[config.mk]
export PLATFORM = sky130hd
export DESIGN_NAME = fsft_ctrl
export DESIGN_NICKNAME = d
export VERILOG_FILES = /design/src/hdl/fsft_pkg.sv /design/src/hdl/fsft_ctrl.sv
export VERILOG_INCLUDE_DIRS = /design/src /design/src/hdl
export SDC_FILE = /design/constraint.sdc
export NUM_CORES = 1
export LEC_CHECK = 0
export BUFFER_PORTS_ARGS = -buffer_cell sky130_fd_sc_hd__buf_2
export CAP_MARGIN = 20
export CORE_ASPECT_RATIO = 1.1
export CORE_MARGIN = 2
export CORE_UTILIZATION = 37
export DETAILED_ROUTE_END_ITERATION = 7
export PLACE_DENSITY = 0.65
export SLEW_MARGIN = 20
export SYNTH_ARGS = -nofsm -noshare
export SYNTH_HDL_FRONTEND = slang
export SYNTH_SLANG_ARGS = --single-unit
[constraint.sdc]
create_clock -name clk -period 11.4 [get_ports clk]
set_input_delay 1.71 -clock clk [delete_from_list [all_inputs] [get_ports clk]]
set_output_delay 1.71 -clock clk [all_outputs]
set_load 0.1 [all_outputs]
[src/hdl/assert_macros.svh]
// Assertion macros used by the fragment table controller RTL.
// No dependencies.
`ifndef ASSERT_MACROS_SVH
`define ASSERT_MACROS_SVH
// Implication checked on every rising clock edge outside reset.
`define ASSERT_IMPL(label, clk, rst_n, ante, cons) \
	label: assert property (@(posedge clk) disable iff (!rst_n) (ante) |-> (cons)) \
		else $error("assertion failed");
// Next-cycle implication.
`define ASSERT_NEXT(label, clk, rst_n, ante, cons) \
	label: assert property (@(posedge clk) disable iff (!rst_n) (ante) |=> (cons)) \
		else $error("assertion failed");
`endif

[src/hdl/fsft_pkg.sv]
// Package for the free-space fragment table: sizes, codes and shared types.
// No dependencies.
package fsft_pkg;
	localparam int TableEntries = 4096;
	localparam int IdxW = $clog2(TableEntries);
	localparam int CntW = IdxW + 1;
	localparam int AddrW = 31;
	localparam int FreeW = 16;
	localparam int LenW = 24;
	localparam int NumW = 12;
	localparam int CfgAw = 3;
	localparam logic [FreeW-1:0] CntMax = '1;

	typedef enum logic [1:0] {
		OP_ADD = 2'd0,
		OP_COUNT = 2'd1,
		OP_READ = 2'd2,
		OP_CLEAR = 2'd3
	} op_t;

	localparam logic [CfgAw-1:0] REG_WINDOW = 3'd0;
	localparam logic [CfgAw-1:0] REG_PRUNE = 3'd4;

	typedef struct packed {
		logic [FreeW-1:0] window_size;
		logic [CntW-1:0] prune_threshold;
	} cfg_t;

	typedef struct packed {
		logic [AddrW-1:0] start;
		logic [FreeW-1:0] free;
		logic [FreeW-1:0] alloc;
	} entry_t;

	// memory port bundle from controller to table memory
	typedef struct packed {
		logic rd_en;
		logic [IdxW-1:0] rd_addr;
		logic wr_en;
		logic [IdxW-1:0] wr_addr;
		entry_t wr_data;
	} mem_req_t;
endpackage

[src/hdl/fsft_ctrl.sv]
// Sequencer for add, count (binary search), read and clear items.
// Depends on fsft_pkg and assert_macros.svh.
`include "assert_macros.svh"
module fsft_ctrl import fsft_pkg::*; (
	input logic clk,
	input logic arst_n,
	input cfg_t cfg,
	input logic start,
	output logic busy,
	input logic [1:0] opcode,
	input logic [AddrW-1:0] block_addr,
	input logic [LenW-1:0] extent_length,
	input logic [NumW-1:0] entry_number,
	output mem_req_t req,
	input entry_t rd_data,
	output logic done,
	output logic entry_valid,
	output logic [AddrW-1:0] entry_start,
	output logic [FreeW-1:0] entry_free,
	output logic [FreeW-1:0] entry_alloc,
	output logic hit,
	output logic table_full,
	output logic [CntW-1:0] fragment_count
);
	typedef enum logic [3:0] {
		ST_IDLE, ST_ADD_RD, ST_ADD, ST_RD_WAIT, ST_READ,
		ST_C_TOP, ST_C_BOT, ST_C_LOOP, ST_C_PROBE, ST_C_FIN, ST_C_RMW
	} state_t;

	state_t state_q;
	logic [1:0] op_q;
	logic [AddrW-1:0] addr_q;
	logic [LenW-1:0] len_q;
	logic [NumW-1:0] num_q;
	logic [CntW-1:0] used_q;
	logic newest_valid_q, newest_single_q;
	logic [IdxW-1:0] top_q, bot_q, mid_q;
	logic done_q, valid_q, hit_q, full_q;
	entry_t ent_q;

	logic [AddrW:0] win_end;
	logic in_win;
	logic [LenW:0] sum;
	logic [FreeW-1:0] sat_free;
	logic [IdxW-1:0] newest_idx;
	logic [CntW-1:0] used_pruned;

	assign win_end = {1'b0, rd_data.start} + (AddrW+1)'(cfg.window_size);
	assign in_win = {1'b0, addr_q} < win_end;
	assign sum = {1'b0, len_q} + (LenW+1)'(rd_data.free);
	assign sat_free = (sum > (LenW+1)'(cfg.window_size)) ? cfg.window_size
		: sum[FreeW-1:0];
	assign newest_idx = IdxW'(used_q - CntW'(1));
	assign used_pruned = (newest_single_q && used_q > cfg.prune_threshold
		&& used_q != '0) ? used_q - CntW'(1) : used_q;

	always_comb begin
		req = '0;
		case (state_q)
			ST_IDLE: begin
				req.rd_en = 1'b1;
				req.rd_addr = (opcode == OP_READ) ? IdxW'(entry_number) : newest_idx;
			end
			ST_C_BOT: begin
				req.rd_en = 1'b1;
				req.rd_addr = '0;
			end
			ST_C_LOOP: begin
				req.rd_en = 1'b1;
				req.rd_addr = (bot_q < mid_q) ? mid_q : bot_q;
			end
			ST_ADD: begin
				if (!(newest_valid_q && used_q != '0 && in_win)
					&& len_q < LenW'(cfg.window_size)
					&& used_pruned < CntW'(TableEntries)) begin
					req.wr_en = 1'b1;
					req.wr_addr = IdxW'(used_pruned);
					req.wr_data.start = addr_q;
					req.wr_data.free = len_q[FreeW-1:0];
					req.wr_data.alloc = '0;
				end else if (newest_valid_q && used_q != '0 && in_win) begin
					req.wr_en = 1'b1;
					req.wr_addr = newest_idx;
					req.wr_data = rd_data;
					req.wr_data.free = sat_free;
				end
			end
			ST_C_RMW: begin
				req.wr_en = hit_q;
				req.wr_addr = bot_q;
				req.wr_data = ent_q;
				req.wr_data.alloc = (ent_q.alloc < CntMax) ? ent_q.alloc + FreeW'(1)
					: ent_q.alloc;
			end
			default: req = '0;
		endcase
	end

	always_ff @(posedge clk or negedge arst_n) begin
		if (!arst_n) begin
			state_q <= ST_IDLE;
			used_q <= '0;
			newest_valid_q <= 1'b0;
			newest_single_q <= 1'b0;
			done_q <= 1'b0;
			valid_q <= 1'b0;
			hit_q <= 1'b0;
			full_q <= 1'b0;
		end else begin
			done_q <= 1'b0;
			case (state_q)
				ST_IDLE: if (start) begin
					op_q <= opcode;
					addr_q <= block_addr;
					len_q <= extent_length;
					num_q <= entry_number;
					valid_q <= 1'b0;
					hit_q <= 1'b0;
					full_q <= 1'b0;
					case (opcode)
						OP_ADD: state_q <= ST_ADD_RD;
						OP_READ: state_q <= ST_RD_WAIT;
						OP_COUNT: begin
							top_q <= newest_idx;
							bot_q <= '0;
							mid_q <= IdxW'(newest_idx >> 1);
							if (used_q == '0) begin
								done_q <= 1'b1;
							end else begin
								state_q <= ST_C_TOP;
							end
						end
						default: begin
							used_q <= '0;
							newest_valid_q <= 1'b0;
							newest_single_q <= 1'b0;
							done_q <= 1'b1;
						end
					endcase
				end
				ST_ADD_RD: state_q <= ST_ADD;
				ST_ADD: begin
					state_q <= ST_IDLE;
					done_q <= 1'b1;
					if (newest_valid_q && used_q != '0 && in_win) begin
						newest_single_q <= 1'b0;
					end else if (len_q < LenW'(cfg.window_size)) begin
						used_q <= used_pruned;
						if (used_pruned >= CntW'(TableEntries)) begin
							full_q <= 1'b1;
						end else begin
							used_q <= used_pruned + CntW'(1);
							newest_valid_q <= 1'b1;
							newest_single_q <= 1'b1;
						end
					end
				end
				ST_RD_WAIT: state_q <= ST_READ;
				ST_READ: begin
					state_q <= ST_IDLE;
					done_q <= 1'b1;
					valid_q <= CntW'(num_q) < used_q;
					ent_q <= rd_data;
				end
				ST_C_TOP: state_q <= ST_C_BOT;
				ST_C_BOT: begin
					// rd_data holds entry top
					if (rd_data.start <= addr_q) begin
						bot_q <= top_q;
						state_q <= ST_C_LOOP;
					end else begin
						state_q <= ST_C_PROBE;
					end
				end
				ST_C_PROBE: begin
					// rd_data holds entry 0
					if (rd_data.start > addr_q) begin
						state_q <= ST_IDLE;
						done_q <= 1'b1;
					end else begin
						state_q <= ST_C_LOOP;
					end
				end
				ST_C_LOOP: state_q <= ST_C_FIN;
				ST_C_FIN: begin
					if (bot_q < mid_q) begin
						if (rd_data.start < addr_q) bot_q <= mid_q;
						else top_q <= mid_q;
						mid_q <= (rd_data.start < addr_q)
							? IdxW'(({1'b0, top_q} + {1'b0, mid_q}) >> 1)
							: IdxW'(({1'b0, mid_q} + {1'b0, bot_q}) >> 1);
						state_q <= ST_C_LOOP;
					end else begin
						hit_q <= (addr_q >= rd_data.start) && in_win;
						ent_q <= rd_data;
						state_q <= ST_C_RMW;
					end
				end
				ST_C_RMW: begin
					state_q <= ST_IDLE;
					done_q <= 1'b1;
				end
				default: state_q <= ST_IDLE;
			endcase
		end
	end

	assign busy = state_q != ST_IDLE;
	assign done = done_q;
	assign entry_valid = (op_q == OP_READ) && valid_q;
	assign entry_start = entry_valid ? ent_q.start : '0;
	assign entry_free = entry_valid ? ent_q.free : '0;
	assign entry_alloc = entry_valid ? ent_q.alloc : '0;
	assign hit = (op_q == OP_COUNT) && hit_q;
	assign table_full = (op_q == OP_ADD) && full_q;
	assign fragment_count = done_q ? used_q : '0;

	`ASSERT_IMPL(a_used_bound, clk, arst_n, 1'b1, used_q <= CntW'(TableEntries))
	`ASSERT_IMPL(a_done_idle, clk, arst_n, done_q, state_q == ST_IDLE)
	`ASSERT_IMPL(a_newest_nonzero, clk, arst_n, newest_valid_q, used_q != '0)
	`ASSERT_IMPL(a_search_order, clk, arst_n, state_q == ST_C_LOOP, bot_q <= top_q)
endmodule

# Yosys cells after proc, flatten, opt, wreduce, memory -nomap -nowiden
# Index checks and enable logic that the tools add are counted.
[word_totals] regBits=191
[classes] n_mux=65 addsub=7 reduce_logical=37 magnitude_cmp=13 eq_ne=30
[ops] cell="two-way mux 12 bit" count=15
[ops] cell="two-way mux 76 bit" count=2
[ops] cell="case mux 76 bit (2 select lines)" count=1
[ops] cell="case mux 63 bit (2 select lines)" count=1
[ops] cell="two-way mux 13 bit" count=7
[ops] cell="two-way mux 16 bit" count=4
[ops] cell="two-way mux 63 bit" count=1
[ops] cell="case mux 12 bit (2 select lines)" count=2
[ops] cell="case mux 13 bit (3 select lines)" count=1
[ops] cell="case mux 12 bit (3 select lines)" count=1
[ops] cell="adder 31 x 16 -> 32 bit" count=1
[ops] cell="< comparator 31 x 32 -> 1 bit" count=1
[ops] cell="case mux 4 bit (8 select lines)" count=1
[ops] cell="greater-or-equal comparator 31 bit" count=1
[ops] cell="greater-than comparator 31 bit" count=1
[ops] cell="<= comparator 31 bit" count=1
[ops] cell="< comparator 31 bit" count=1
[ops] cell="two-way mux 31 bit" count=1
[ops] cell="adder 12 x 12 -> 13 bit" count=2
[ops] cell="case mux 13 bit (2 select lines)" count=1
[ops] cell="adder 24 x 16 -> 25 bit" count=1
[ops] cell="greater-than comparator 25 x 16 -> 1 bit" count=1
[ops] cell="< comparator 24 x 16 -> 1 bit" count=1
[ops] cell="inequality test 2 bit (second input constant)" count=11
[ops] cell="other kinds (40)" count=92

# Longest topological paths before layout
[depth] ltp_word=9 ltp_mapped=27 depth_no_buf=24

# Worst setup path before layout
# No wires, ideal clock.
[synth_timing] path_type="input-to-output" startpoint="in cfg[13] (netlist bit)" endpoint="out req[66] (netlist bit)" cell_stages=24 slack_ns=1.861 arrival_ns=7.829 path_buffers=1 required_time_ns=9.690 cell_sequence="ha_1 -> inv_1 -> fa_1 -> nor2b_1 -> o21ai_0 -> a21oi_1 -> o21ai_0 -> a21boi_0 -> o21a_1 -> o211ai_1 -> nor2_1 -> nand2_1 -> xnor2_1 -> ha_1 -> nand4_1 -> nor4_1 -> nand4_1 -> a21oi_1 -> and4bb_2 -> o21a_1 -> buf_2 -> nor2_4 -> nor2_1 -> o31ai_1"
[synth_lines] item="start, declared" line="fsft_ctrl.sv:7" rtl="input cfg_t cfg,"
[synth_lines] item="end, declared" line="fsft_ctrl.sv:14" rtl="output mem_req_t req,"

==> flow_summary.yaml <==
run_status:
  status: "finished clean"
synthesis:
  syn-instance-count: 1697
  syn_area_sq_mm: 0.01578
  seq_area_frac_synth_pct: 35.62
  synth_ff_type: "edfxtp_1"
  avgSynthCellArea_sq_um: 9.298
  syn_nets: 2039
  ys_warn_count: 0
  synth_edf_count: 168
  ys_types: 96
  ys_seq_elements: 191
  async_flop_share_pct: 12.04
sta:
  report.final.hold_viol_count: 0
  period_share_pct: 84.94
  fin_tns_setup_ns: 0
  setup_ws_ns: 1.717
  skew_ns: 0.01384
  hold_slack_ns: 0.4838
  finalMaxSlewViolations: 0
  tightest_slew_ns: 1.105
  rsz0062_at_grt: "false"
  max_freq_mhz: 103.3
  setup_viol: 0
  finalCriticalPeriod_ns: 9.683
  slew_headroom_pct: 26.33
placement:
  gp_congestion: 0.9254
  pre_cts_ws_ns: 1.463
  place_hpwl_um: 40580
  numPortBuffers: 333
critical_path:
  crit_buf_inv: 3
  worstPathMaxFanout: 27
  worstPathRequired_ns: 9.69
  arrival_ns: 7.97
  endpoint_kind: "primary output"
  worst_setup_path_start_kind: "input port"
  max_stage_delay_ns: 0.74
  critPathSlowestCell: "nor2_4"
  crit_type: "input port to primary output"
  cp_top_family: "simple AND/OR/NAND/NOR gates"
detailed_routing:
  vias_per_cell: 5.578
  drc: 0
  drtAntennaViolNets: 0
  drt_iter0_drc: 1006
  dr_total_vias: 14370
  wl_per_cell_um: 20.55
  dr.pass1.iters: 5
  routed_wl_um: 52950
cells_and_area:
  final_util_pct: 43.89
  nets: 2334
  multi_input_area_sq_mm: 0.009472
  seq_area_sq_mm: 0.005620
  drive_gt1_share_pct: 21.95
  nFillCells: 4144
  area_growth_pct: 17.41
  layout_commonest_cell: "buf_2"
  final_cell_mix: "buf_2, ha_1, edfxtp_1, nand2_1, a21oi_1"
pwr:
  vdd_ir_drop_max_uv: 181.1
  power_density_mw_per_mm2: 175.6
  p_leak_nw: 8.240
grt:
  grt_overflow: 0
  grt_pass1_wl_um: 80910
  grtUsageTotal_pct: 23.62
  grt_max_degree: 70
  antenna_found_initial: 3
  grt_pass1_vias: 14350
cts:
  cts-resized-gates: 0
  cts_max_path_buffers: 2
  cts_root_buf: "clkbuf_16"
  clk-insertion-delay-late_ns: 0.48
  cts_buffers: 17
  clock-sinks: 191
  hold_buffers: 0
  cts.clk_slew.worst_paths_ns: 0.08
  tritoncts: "built"
  cts_setup_buffers: 0
  htree_levels: 4
floorplan:
  dieArea_sq_mm: 0.04431
  coreArea_sq_mm: 0.04221
  rows: 79
  die_h_um: 220.6
  io_pins: 334
  die_w_um: 200.9
  start_util_pct: 37.38
run:
  maxCapViolCount: 0
hold_path:
  holdCritPathClass: "register to register"
==> logic make-up (layout without fill, tap and decap cells) <==
group / Yosys count / after routing / share of synthesized area (%)
and+or+nand+nor: 573 / 573 / 18.56
AOI/OAI and AO/OA: 452 / 452 / 19.40
DFF: 191 / 191 / 35.62
adders and majority gates: 178 / 178 / 14.26
buffers and inverters: 176 / 484 / 4.599
xor gates and xnor gates: 85 / 85 / 4.766
muxes: 42 / 42 / 2.799
other: 0 / 5 / 0
==> sequential cells by signal, summed over array words and instances, names as in the netlist, 2 cells and up <==
signal,count
addr_q,31
num_q,12
top_q,12
op_q,2
len_q,24
mid_q,12
bot_q,12
state_q,4
used_q,13
ent_q,63
==> path summary, 6_finish.rpt <==
path,cells past startpoint,to,slack [ns],from
worst max-delay path,25,req[63],1.72,rd_data[32]
worst min-delay path,2,full_q$_DFFE_PN0P_,0.48,full_q$_DFFE_PN0P_
worst max register to register,18,mid_q[11]$_SDFFCE_PN0P_,6.04,addr_q[2]$_DFFE_PP_
worst min register to register,2,full_q$_DFFE_PN0P_,0.48,full_q$_DFFE_PN0P_
max in group asynchronous,1,hit_q$_DFFE_PN0P_,9.67,arst_n
min in group asynchronous,1,done$_DFF_PN0_,1.27,arst_n
==> metal layers <==
layer,vias up,routed length [um],GRT usage (%)
met2,519,25790,41.57
met5,-,0,0
li1,6843,-,-
met3,93,3119,3.638
met4,0,1639,9.037
met1,6919,22390,29.24
==> layout make-up <==
cell class	instances	share of cell area, %
Multi-Input combinational cell	1330	51.13
Timing Repair Buffer	345	9.483
Antenna cell	5	0.06754
Clock buffer	20	2.411
Inverter	107	2.168
Sequential cell	191	30.34
Clock inverter	12	0.5741
Tap cell	567	3.830
==> Yosys cell counts (10+ instances only) <==
cell	count	area, sq um
ha_1	175	2190
edfxtp_1	168	5045
nand2_1	162	608.1
a21oi_1	123	615.6
inv_1	107	401.6
nor2_1	107	401.6
and2_1	84	525.5
o21ai_0	84	420.4
nand3_1	65	325.3
xnor2_1	64	560.5
a22oi_1	44	330.3
a21o_1	42	315.3
clkbuf_1	42	157.7
nand4_1	26	162.7
nor3_1	26	130.1
mux2i_1	25	250.2
dfrtp_1	23	575.6
xor2_1	20	175.2
a22o_1	19	166.4
nand2b_1	17	106.4
buf_2	16	80.08
mux2_2	16	180.2
o22ai_1	16	100.1
and3_1	15	93.84
or3_1	14	87.58
o21a_1	13	97.59
nor2b_1	12	75.07
o31ai_1	11	82.58
a211oi_1	10	75.07
==> per-stage QoR <==
stage,total power (W),cell area [sq um],std cells
after floorplan,0.002243,15780,1697
after global placement,0.002622,17950,2540
after detailed placement,0.002645,17950,2540
after CTS,0.003254,18510,2572
after global routing,0.003422,18520,2574
final,0.003253,18530,2577
==> power breakdown <==
| part | switching [W] | internal, W | leakage (nW) |
|---|---|---|---|
| clock | 0.000296 | 0.000308 | 0.280 |
| combinational | 0.00120 | 0.000456 | 6.12 |
| sequential | 0.000102 | 0.000893 | 1.84 |
==> tightest hold or removal path, delay by kind of cell (launching register included) <==
kind / cells / cell delay (ns)
compound gates: 1 / 0.06
flops: 1 / 0.35
simple gates: 1 / 0.04
Note: power is estimated with default switching activity, not from simulation.
