$ cat src/hdl/assert_macros.svh
// Assertion macros used by the fragment table controller RTL.
// No dependencies.
`ifndef ASSERT_MACROS_SVH
`define ASSERT_MACROS_SVH
// Implication checked on every rising clock edge outside reset.
`define ASSERT_IMPL(label, clk, rst_n, ante, cons) \
	label: assert property (@(posedge clk) disable iff (!rst_n) (ante) |-> (cons)) \
		else $error("assertion failed");
// Next-cycle implication.
`define ASSERT_NEXT(label, clk, rst_n, ante, cons) \
	label: assert property (@(posedge clk) disable iff (!rst_n) (ante) |=> (cons)) \
		else $error("assertion failed");
`endif

$ cat src/hdl/fsft_pkg.sv
// Package for the free-space fragment table: sizes, codes and shared types.
// No dependencies.
package fsft_pkg;
	localparam int TableEntries = 4096;
	localparam int IdxW = $clog2(TableEntries);
	localparam int CntW = IdxW + 1;
	localparam int AddrW = 31;
	localparam int FreeW = 16;
	localparam int LenW = 24;
	localparam int NumW = 12;
	localparam int CfgAw = 3;
	localparam logic [FreeW-1:0] CntMax = '1;

	typedef enum logic [1:0] {
		OP_ADD = 2'd0,
		OP_COUNT = 2'd1,
		OP_READ = 2'd2,
		OP_CLEAR = 2'd3
	} op_t;

	localparam logic [CfgAw-1:0] REG_WINDOW = 3'd0;
	localparam logic [CfgAw-1:0] REG_PRUNE = 3'd4;

	typedef struct packed {
		logic [FreeW-1:0] window_size;
		logic [CntW-1:0] prune_threshold;
	} cfg_t;

	typedef struct packed {
		logic [AddrW-1:0] start;
		logic [FreeW-1:0] free;
		logic [FreeW-1:0] alloc;
	} entry_t;

	// memory port bundle from controller to table memory
	typedef struct packed {
		logic rd_en;
		logic [IdxW-1:0] rd_addr;
		logic wr_en;
		logic [IdxW-1:0] wr_addr;
		entry_t wr_data;
	} mem_req_t;
endpackage

$ cat src/hdl/fsft_cfg.sv
// APB configuration registers of the fragment table.
// Depends on fsft_pkg.
module fsft_cfg import fsft_pkg::*; (
	input logic clk,
	input logic arst_n,
	input logic psel,
	input logic penable,
	input logic pwrite,
	input logic [CfgAw-1:0] paddr,
	input logic [31:0] pwdata,
	output logic [31:0] prdata,
	output logic pready,
	output cfg_t cfg
);
	logic [FreeW-1:0] window_q;
	logic [CntW-1:0] prune_q;

	always_ff @(posedge clk or negedge arst_n) begin
		if (!arst_n) begin
			window_q <= FreeW'(248);
			prune_q <= CntW'(1000);
		end else if (psel && penable && pwrite) begin
			if (paddr == REG_WINDOW) window_q <= pwdata[FreeW-1:0];
			else if (paddr == REG_PRUNE) prune_q <= pwdata[CntW-1:0];
		end
	end

	always_comb begin
		case (paddr)
			REG_WINDOW: prdata = {{(32-FreeW){1'b0}}, window_q};
			REG_PRUNE: prdata = {{(32-CntW){1'b0}}, prune_q};
			default: prdata = '0;
		endcase
	end

	assign pready = 1'b1;
	assign cfg.window_size = window_q;
	assign cfg.prune_threshold = prune_q;
endmodule

$ cat config.mk
export PLATFORM = sky130hd
export DESIGN_NAME = fsft_cfg
export DESIGN_NICKNAME = d
export VERILOG_FILES = /design/src/hdl/assert_macros.svh /design/src/hdl/fsft_pkg.sv /design/src/hdl/fsft_cfg.sv
export SDC_FILE = /design/constraint.sdc
export NUM_CORES = 1
export LEC_CHECK = 0
export BUFFER_PORTS_ARGS = -buffer_cell sky130_fd_sc_hd__buf_2
export CAP_MARGIN = 20
export CELL_PAD_IN_SITES_DETAIL_PLACEMENT = 0
export CELL_PAD_IN_SITES_GLOBAL_PLACEMENT = 1
export CORE_MARGIN = 2
export CORE_UTILIZATION = 30
export CTS_CLUSTER_DIAMETER = 150
export CTS_CLUSTER_SIZE = 40
export DETAILED_ROUTE_END_ITERATION = 10
export GPL_TIMING_DRIVEN = 0
export PLACE_DENSITY = 0.82
export SETUP_SLACK_MARGIN = 0.05
export SLEW_MARGIN = 20
export SYNTH_ARGS = -nofsm -noshare
export SYNTH_HDL_FRONTEND = slang
export SYNTH_SLANG_ARGS = --single-unit
export TNS_END_PERCENT = 100
$ cat constraint.sdc
create_clock -name clk -period 1.5 [get_ports clk]
set_input_delay 0.3 -clock clk [delete_from_list [all_inputs] [get_ports clk]]
set_output_delay 0.3 -clock clk [all_outputs]
set_load 0.05 [all_outputs]
# Word-level counts from Yosys, hierarchy flattened
# Index checks and enable logic that the tools add are counted.
# W data, S select, Z words.
op_classes:
  n_eq_ne: 1
  n_mux: 1
  bitwise_logic: 1
  reduce_logical: 5
ops:
  columns: ["operator", "n"]
  rows:
  - ["$pmux W16 S2", 1]
  - ["$eq A3 B3 Y1 const B", 1]
  - ["$logic_not A3 Y1", 1]
  - ["$reduce_and A3 Y1", 1]
  - ["$logic_and A1 B1 Y1", 2]
  - ["$reduce_and A2 Y1", 1]
  - ["$not A1 Y1", 1]
word_totals:
  reg_bits: 29

# Longest topological paths before layout
# Gate-level depths: netlist of the first run.
logic_depth:
  ltp_word: 3
  mapped_depth: 6
  depth_no_buf: 3

# Worst setup path before layout of the first run
# OpenSTA, ideal clock, no wires.
synth_path:
  path_kind: "input to output"
  start: "input port paddr[1]"
  end: "output port prdata[0]"
  arrival_time_ps: 1517
  setup_slack_ps: -317
  stages: 4
  path_buffers: 2
  path_cell_list: "or2_1 buf_6 clkbuf_1 nor2_1"
synth_between:
  elab_chain_len: 2
  word_cells_on_any_way: 3
synth_rtl:
  columns: ["element", "line", "source"]
  rows:
  - ["start: declaration", "fsft_cfg.sv:9", "input logic [CfgAw-1:0] paddr,"]
  - ["$eq A3 B3 Y1 or $logic_not A3 Y1 (tied branches)", "fsft_cfg.sv:29", "case (paddr)"]
  - ["$pmux W16 S2 (*)", "fsft_cfg.sv:29", null]
  - ["end: declaration", "fsft_cfg.sv:11", "output logic [31:0] prdata,"]
# Mark *: on every way between the ends. The rest lies on a longest branch, timed or not.

# Worst setup path in the final report of the first run
layout_path:
  start: "input port paddr[1]"
  end: "output port prdata[8]"
# The elaborated chain is that of the path after synthesis.

==> flow_summary_export.csv, run 1 <==
group,metric,value,unit
detailed_routing,wirelength,3.97,mm
layout,fin_cells,288,
synth,yosysWarnings,0,
floorplan,die_w,75.5,um
layout,drive_gt1_share,81.2,%
hold_path,hp-class,"input port to async pin",
grt,grt_pass1_wl,5.33,mm
grt,antenna_found_initial,0,
detailed_routing,wl_met2,2.12,mm
detailed_routing,vias,1167,
grt,grt_usage,12.8,%
setup_path,cpMaxStageDelayCell,"or2_1",
sta,setup_violations,2,
floorplan,floorplan.initialDensity,30.6,%
layout,n_fill_cell,476,
cts,clockRootBuffer,"clkbuf_8",
setup_path,cp_max_fo,7,
setup_path,crit_path_end_kind,"output port",
detailed_routing,ant_nets,0,
cts,clock_sinks,29,
detailed_routing,m1WireLength,1.57,mm
setup_path,cp_top_family,"buffers and inverters",
sta,max_slew.worst_pin.slew,0.635,ns
layout,final_util,53.3,%
detailed_routing,viasPerCell,4.05,
status,outcome,"finished, violations left",
sta,slew_headroom,57.7,%
sta,slew_violations,0,
setup_path,crit_buf_inv,4,
power_and_ir_drop,finalPower,3.63,mW
status,violations,"setup timing",
synth,synth.cell_area,1540,um^2
detailed_routing,wire_per_inst,13.8,um
place,io_buffers,67,
sta,setup_ws,-0.0145,ns
setup_path,worstSetupStartpointType,"input port",
sta,period_minus_slack,1.51,ns
grt,grt_pass1_vias,1101,
grt,grt_overflow_total,0,
place,detailedPlace.worstSlack,-0.352,ns
layout,fin_area,2670,um^2
setup_path,path_class,"input port to output port",
setup_path,critPathMostFrequentCell,"buf_6",
synth,yosysSeqAreaShare,48.2,%
detailed_routing,drc,0,
cts,tritoncts,"built",
detailed_routing,drt_iter0_drc,14,
place,place_congestion,0.649,
detailed_routing,first_pass_iters,3,
synth,synth.avg_cell_area,12.9,um^2
sta,rsz0062_at_grt,"yes",
floorplan,io_pins,102,
detailed_routing,dr.max_layer_used,"met4",
sta,hold_viol_final,0,
synth,yosys_register_bits,29,
grt,grt_max_degree,30,
setup_path,critical_path_required,1.20,ns
floorplan,fp.coreArea,5010,um^2
cts,cts_htree_levels,2,
power_and_ir_drop,p_leak,1.33,nW
layout,syn2layout_area_growth,73.8,%
cts,clk_latency,0.27,ns
setup_path,crit_path_cell_trace,"buf_6, or2_1, buf_6, clkbuf_16, nor2_4, buf_8",
power_and_ir_drop,powerDensity,1360,nW/um^2
sta,finClkSkew,0,ns
layout,diodes,0,
synth,netlist_instances,119,
setup_path,cp_slowest_stage_delay,0.23,ns
sta,finalCritPeriodShare,101,%
layout,fin_nets,257,
cts,cts_buffer_depth,2,
place,dpl.hpwl,2.62,mm
cts,numCtsBuffers,5,
synth,yosysUniqueCellTypes,18,
place,dpl_cell_area,2150,um^2
cts,cts.clk_slew.worst_paths,0.06,ns
place,dp.cells,271,
detailed_routing,wl_met3,257,um
setup_path,arrival,1.21,ns
floorplan,fp-row-count,26,
job,max-cap-violations,0,
power_and_ir_drop,peakVddDrop,0.538,mV
floorplan,fp.dieH,75.5,um
floorplan,dieArea,5710,um^2
sta,fmax,660,MHz
Yosys cell counts (all sizes together):
master / instances / area (um^2)
dfstp: 11 / 289
or3: 1 / 6.26
nor3: 1 / 10.0
inv: 1 / 3.75
nand3: 1 / 5.00
and2: 3 / 18.8
or2: 1 / 6.26
mux2i: 13 / 130
clkbuf: 1 / 3.75
buf: 23 / 188
dfrtp: 18 / 450
nor2: 14 / 52.6
conb: 2 / 7.51
mux2: 29 / 364
state kept, by name (all words and copies together), names as in the netlist:
register,count
window_q,16
prune_q,13
path summary, 6_finish.rpt:
kind	from	endpoint	slack, ns	cells after the start
max	paddr[1]	prdata[8]	-0.01	6
min	arst_n	prune_q[4]$_DFFE_PN0P_	0.04	1
max reg2reg	window_q[4]$_DFFE_PN1P_	window_q[4]$_DFFE_PN1P_	0.63	2
min reg2reg	window_q[11]$_DFFE_PN0P_	window_q[11]$_DFFE_PN0P_	0.54	1
max in group asynchronous	arst_n	prune_q[10]$_DFFE_PN0P_	1.05	1
min in group clk	pwdata[15]	window_q[15]$_DFFE_PN0P_	0.25	2
through the flow:
| stage | TNS (ns) | hold WS [ns] |
|---|---|---|
| finish | -0.0246 | 0.0369 |
| global route | -0.390 | 0.0831 |
| CTS | 0 | 0.0582 |
| detailed placement | -10.58 | 0.364 |
| global placement | -10.33 | 0.354 |
| floorplan | -2.15 | 0.00441 |
layout by cell type (no fill, tap or decap), types with 3 or more instances in the layout:
| master | count |
|---|---|
| mux2i_4 | 3 |
| nor2_4 | 11 |
| mux2i_2 | 7 |
| buf_4 | 22 |
| clkbuf_8 | 5 |
| mux2_2 | 5 |
| buf_8 | 11 |
| conb_1 | 17 |
| buf_2 | 49 |
| mux2i_1 | 3 |
| nor2_2 | 3 |
| dfstp_2 | 11 |
| mux2_4 | 24 |
| buf_6 | 14 |
| dfrtp_1 | 18 |
cell type report:
cell class                      count  area (um^2)  area share [%]
Inverter                            1         3.75           0.141
Clock inverter                      3         65.1            2.44
Tap cell                           70         87.6            3.28
Buffer                             23          226            8.49
Sequential cell                    29          739            27.7
Multi-Input combinational cell     80          881            33.0
Clock buffer                        5         68.8            2.58
Timing Repair Buffer               77          597            22.4
logic make-up after synthesis:
group	count (synthesis)	share of synthesized area, %
multiplexers	42	32.2
flip-flops	29	48.2
buffers and inverters	25	12.7
AND/OR/NAND/NOR	21	6.44
other	2	0.489
repair_timing:
action / CTS / global route
buffers inserted: 6 / 1
gates cloned: 2 / 1
pin swaps: 3 / 6
resized for setup: 60 / 19
hold buffers: 0 / 0
endpoints found under the setup margin: 35 / 36
hold endpoints to repair: 0 / 0
power by group:
part | internal (mW) | total [mW] | switching, mW
Sequential | 0.981 | 1.13 | 0.154
Clock | 0.659 | 0.954 | 0.295
Combinational | 0.540 | 1.55 | 1.01
worst register-to-register path, cell delays in order, from the launching register on:
cell	delay [ns]
dfstp_2	0.57
buf_4	0.12
mux2_4	0.13
metal layers:
layer / GRT usage [%] / vias up
met1: 15.3 / 559
met2: 21.3 / 40
met4: 4.29 / 0
li1: - / 564
met5: 0 / -
met3: 5.03 / 4
No activity file was read; power rests on OpenSTA's default activity.
==> inputs of run 2 (changes only) <==
--- a/config.mk
+++ b/config.mk
@@ -11,12 +11,14 @@
 export CELL_PAD_IN_SITES_GLOBAL_PLACEMENT = 1
 export CORE_MARGIN = 2
 export CORE_UTILIZATION = 30
+export CTS_BUF_LIST = sky130_fd_sc_hd__clkbuf_2 sky130_fd_sc_hd__clkbuf_4 sky130_fd_sc_hd__clkbuf_8
 export CTS_CLUSTER_DIAMETER = 150
 export CTS_CLUSTER_SIZE = 40
 export DETAILED_ROUTE_END_ITERATION = 10
 export GPL_TIMING_DRIVEN = 0
 export PLACE_DENSITY = 0.82
 export SETUP_SLACK_MARGIN = 0.05
+export SKIP_LAST_GASP = 1
 export SLEW_MARGIN = 20
 export SYNTH_ARGS = -nofsm -noshare
 export SYNTH_HDL_FRONTEND = slang
==> run 2 against run 1 <==
  * Worst setup slack improved by 0.0034 ns
  * Cell count did not move
  * Via count rose by 0.60%
  * Clock skew did not move
  * Critical endpoint unchanged
  * The run still ends with setup timing left
  * Non-clock buffer count did not move
==> flow_summary_export.csv, run 2 (synthesis gave the netlist of run 1 again) <==
group,metric,value,unit
cts,clockRootBuffer,"clkbuf_8",
sta,period_minus_slack,1.51,ns
detailed_routing,wl_met3,255,um
place,dpl.hpwl,2.62,mm
detailed_routing,wire_per_inst,13.6,um
layout,fin_nets,257,
grt,grt_pass1_wl,5.31,mm
setup_path,rr_worst_depth,2,
layout,drive_gt1_share,81.2,%
detailed_routing,wirelength,3.92,mm
setup_path,cp_top_family,"buffers and inverters",
status,outcome,"finished, violations left",
power_and_ir_drop,clockPowerShare,26.2,%
grt,antenna_found_initial,0,
layout,largestRegisters,"window_q (16), prune_q (13)",
setup_path,crit_buf_inv,4,
setup_path,worstSetupStartpointType,"input port",
detailed_routing,ant_nets,0,
layout,syn2layout_area_growth,72.0,%
cts,numCtsBuffers,5,
detailed_routing,vias,1174,
setup_path,r2r_slack,0.63,ns
setup_path,path_class,"input port to output port",
power_and_ir_drop,power.internal,2.17,mW
detailed_routing,first_pass_iters,2,
setup_path,cpMaxStageDelayCell,"or2_1",
layout,n_fill_cell,472,
cts,cts_htree_levels,2,
sta,slew_violations,0,
cts,cts_buffer_depth,2,
detailed_routing,drc,0,
hold_path,hp-class,"input port to async pin",
grt,grt_usage,12.8,%
sta,setup_ws,-0.0111,ns
detailed_routing,viasPerCell,4.08,
power_and_ir_drop,comb_power_share,42.3,%
floorplan,floorplan.initialDensity,30.6,%
layout,largest_register_ffs,16,
sta,finalCritPeriodShare,101,%
layout,diodes,0,
sta,setup_violations,2,
setup_path,arrival,1.21,ns
sta,fmax,662,MHz
floorplan,fp.dieH,75.5,um
power_and_ir_drop,powerDensity,1370,nW/um^2
power_and_ir_drop,sequentialPowerShare,31.4,%
detailed_routing,dr.max_layer_used,"met4",
status,violations,"setup timing",
place,detailedPlace.worstSlack,-0.352,ns
power_and_ir_drop,finalPower,3.61,mW
job,max-cap-violations,0,
layout,mostFrequentLayoutCell,"buf_2",
cts,cts.clk_slew.worst_paths,0.06,ns
sta,finClkSkew,0,ns
grt,grt_pass1_vias,1099,
layout,final_util,52.7,%
setup_path,crit_path_cell_trace,"buf_6, or2_1, buf_6, clkbuf_16, nor2_4, buf_8",
floorplan,fp.coreArea,5010,um^2
sta,whs,0.0380,ns
layout,regArea,739,um^2
setup_path,cp_max_fo,7,
setup_path,worstReg2RegEnd,"window_q[4]$_DFFE_PN1P_",
detailed_routing,drt_iter0_drc,20,
place,io_buffers,67,
cts,holdBufCountCts,0,
power_and_ir_drop,peakVddDrop,0.538,mV
cts,clk_latency,0.27,ns
power_and_ir_drop,p_sw_share,40.0,%
sta,max_slew.worst_pin.slew,0.634,ns
floorplan,dieArea,5710,um^2
sta,hold_viol_final,0,
grt,grt_overflow_total,0,
sta,rsz0062_at_grt,"yes",
power_and_ir_drop,p_switching,1.45,mW
cts,tritoncts,"built",
layout,multi_input_area,878,um^2
layout,final_cell_mix,"buf_2, buf_4, mux2_4",
setup_path,critical_path_required,1.20,ns
floorplan,io_pins,102,
floorplan,die_w,75.5,um
floorplan,fp-row-count,26,
cts,clock_sinks,29,
place,dp.cells,271,
layout,regMostFlops,"window_q",
layout,fin_cells,288,
sta,slew_headroom,57.8,%
setup_path,cp_slowest_stage_delay,0.23,ns
grt,grt_max_degree,30,
detailed_routing,wl_met2,2.09,mm
place,place_congestion,0.649,
setup_path,r2r-start,"window_q[4]$_DFFE_PN1P_",
setup_path,critPathMostFrequentCell,"buf_6",
detailed_routing,m1WireLength,1.55,mm
setup_path,crit_path_end_kind,"output port",
power_and_ir_drop,p_leak,1.32,nW
## run 2: cell counts in the layout (fill, tap and decap cells not counted)
Identical to the previous run, type by type.
## run 2: power groups by stage
stage	combinational, mW	clock, mW	sequential, mW
6_report	1.53	0.948	1.14
5_1_grt	1.60	1.00	1.16
4_1_cts	1.49	0.972	1.12
3_5_place_dp	1.38	0	1.11
3_3_place_gp	1.37	0	1.11
2_1_floorplan	0.567	0	1.65
## run 2: worst max-delay path by stage
| stage | slack, ns | to | from | cells past startpoint |
|---|---|---|---|---|
| finish | -0.01 | prdata[8] | paddr[0] | 6 |
| global placement | -0.35 | prune_q[10]$_DFFE_PN0P_ | paddr[1] | 7 |
| detailed placement | -0.35 | prune_q[4]$_DFFE_PN0P_ | paddr[1] | 7 |
| CTS | -0.03 | prdata[15] | paddr[0] | 6 |
| floorplan | -0.19 | prune_q[10]$_DFFE_PN0P_ | paddr[1] | 6 |
| global route | -0.05 | prdata[8] | paddr[0] | 6 |
## run 2: metrics by stage
| stage | instance area [um^2] | TNS, ns |
|---|---|---|
| 3_5_place_dp | 2150 | -10.58 |
| 5_1_grt | 2640 | -0.471 |
| 2_1_floorplan | 1730 | -2.15 |
| 4_1_cts | 2530 | -0.133 |
| 3_3_place_gp | 2150 | -10.33 |
| 6_report | 2640 | -0.0160 |
## run 2: final cells by class
cell class                 count  area share (%)
sequential                    29            28.0
clock inverter                 3            2.46
buffer                        23            8.43
inverter                       1           0.142
clock buffer                   5            2.61
multi-input combinational     80            33.3
tap                           70            3.32
timing repair buffer          77            21.8
## run 2: what timing repair did
| item | in CTS | in global routing |
|---|---|---|
| cloned | 2 | 1 |
| resized for setup | 51 | 20 |
| setup buffers | 6 | 1 |
| pin swaps | 3 | 4 |
| endpoints found under the setup margin | 35 | 36 |
| hold endpoints to repair | 0 | 0 |
## run 2: per-layer routing
layer | vias up | track usage, %
met5 | - | 0
met4 | 0 | 4.29
met3 | 4 | 5.03
met2 | 40 | 21.3
met1 | 567 | 15.2
li1 | 563 | -
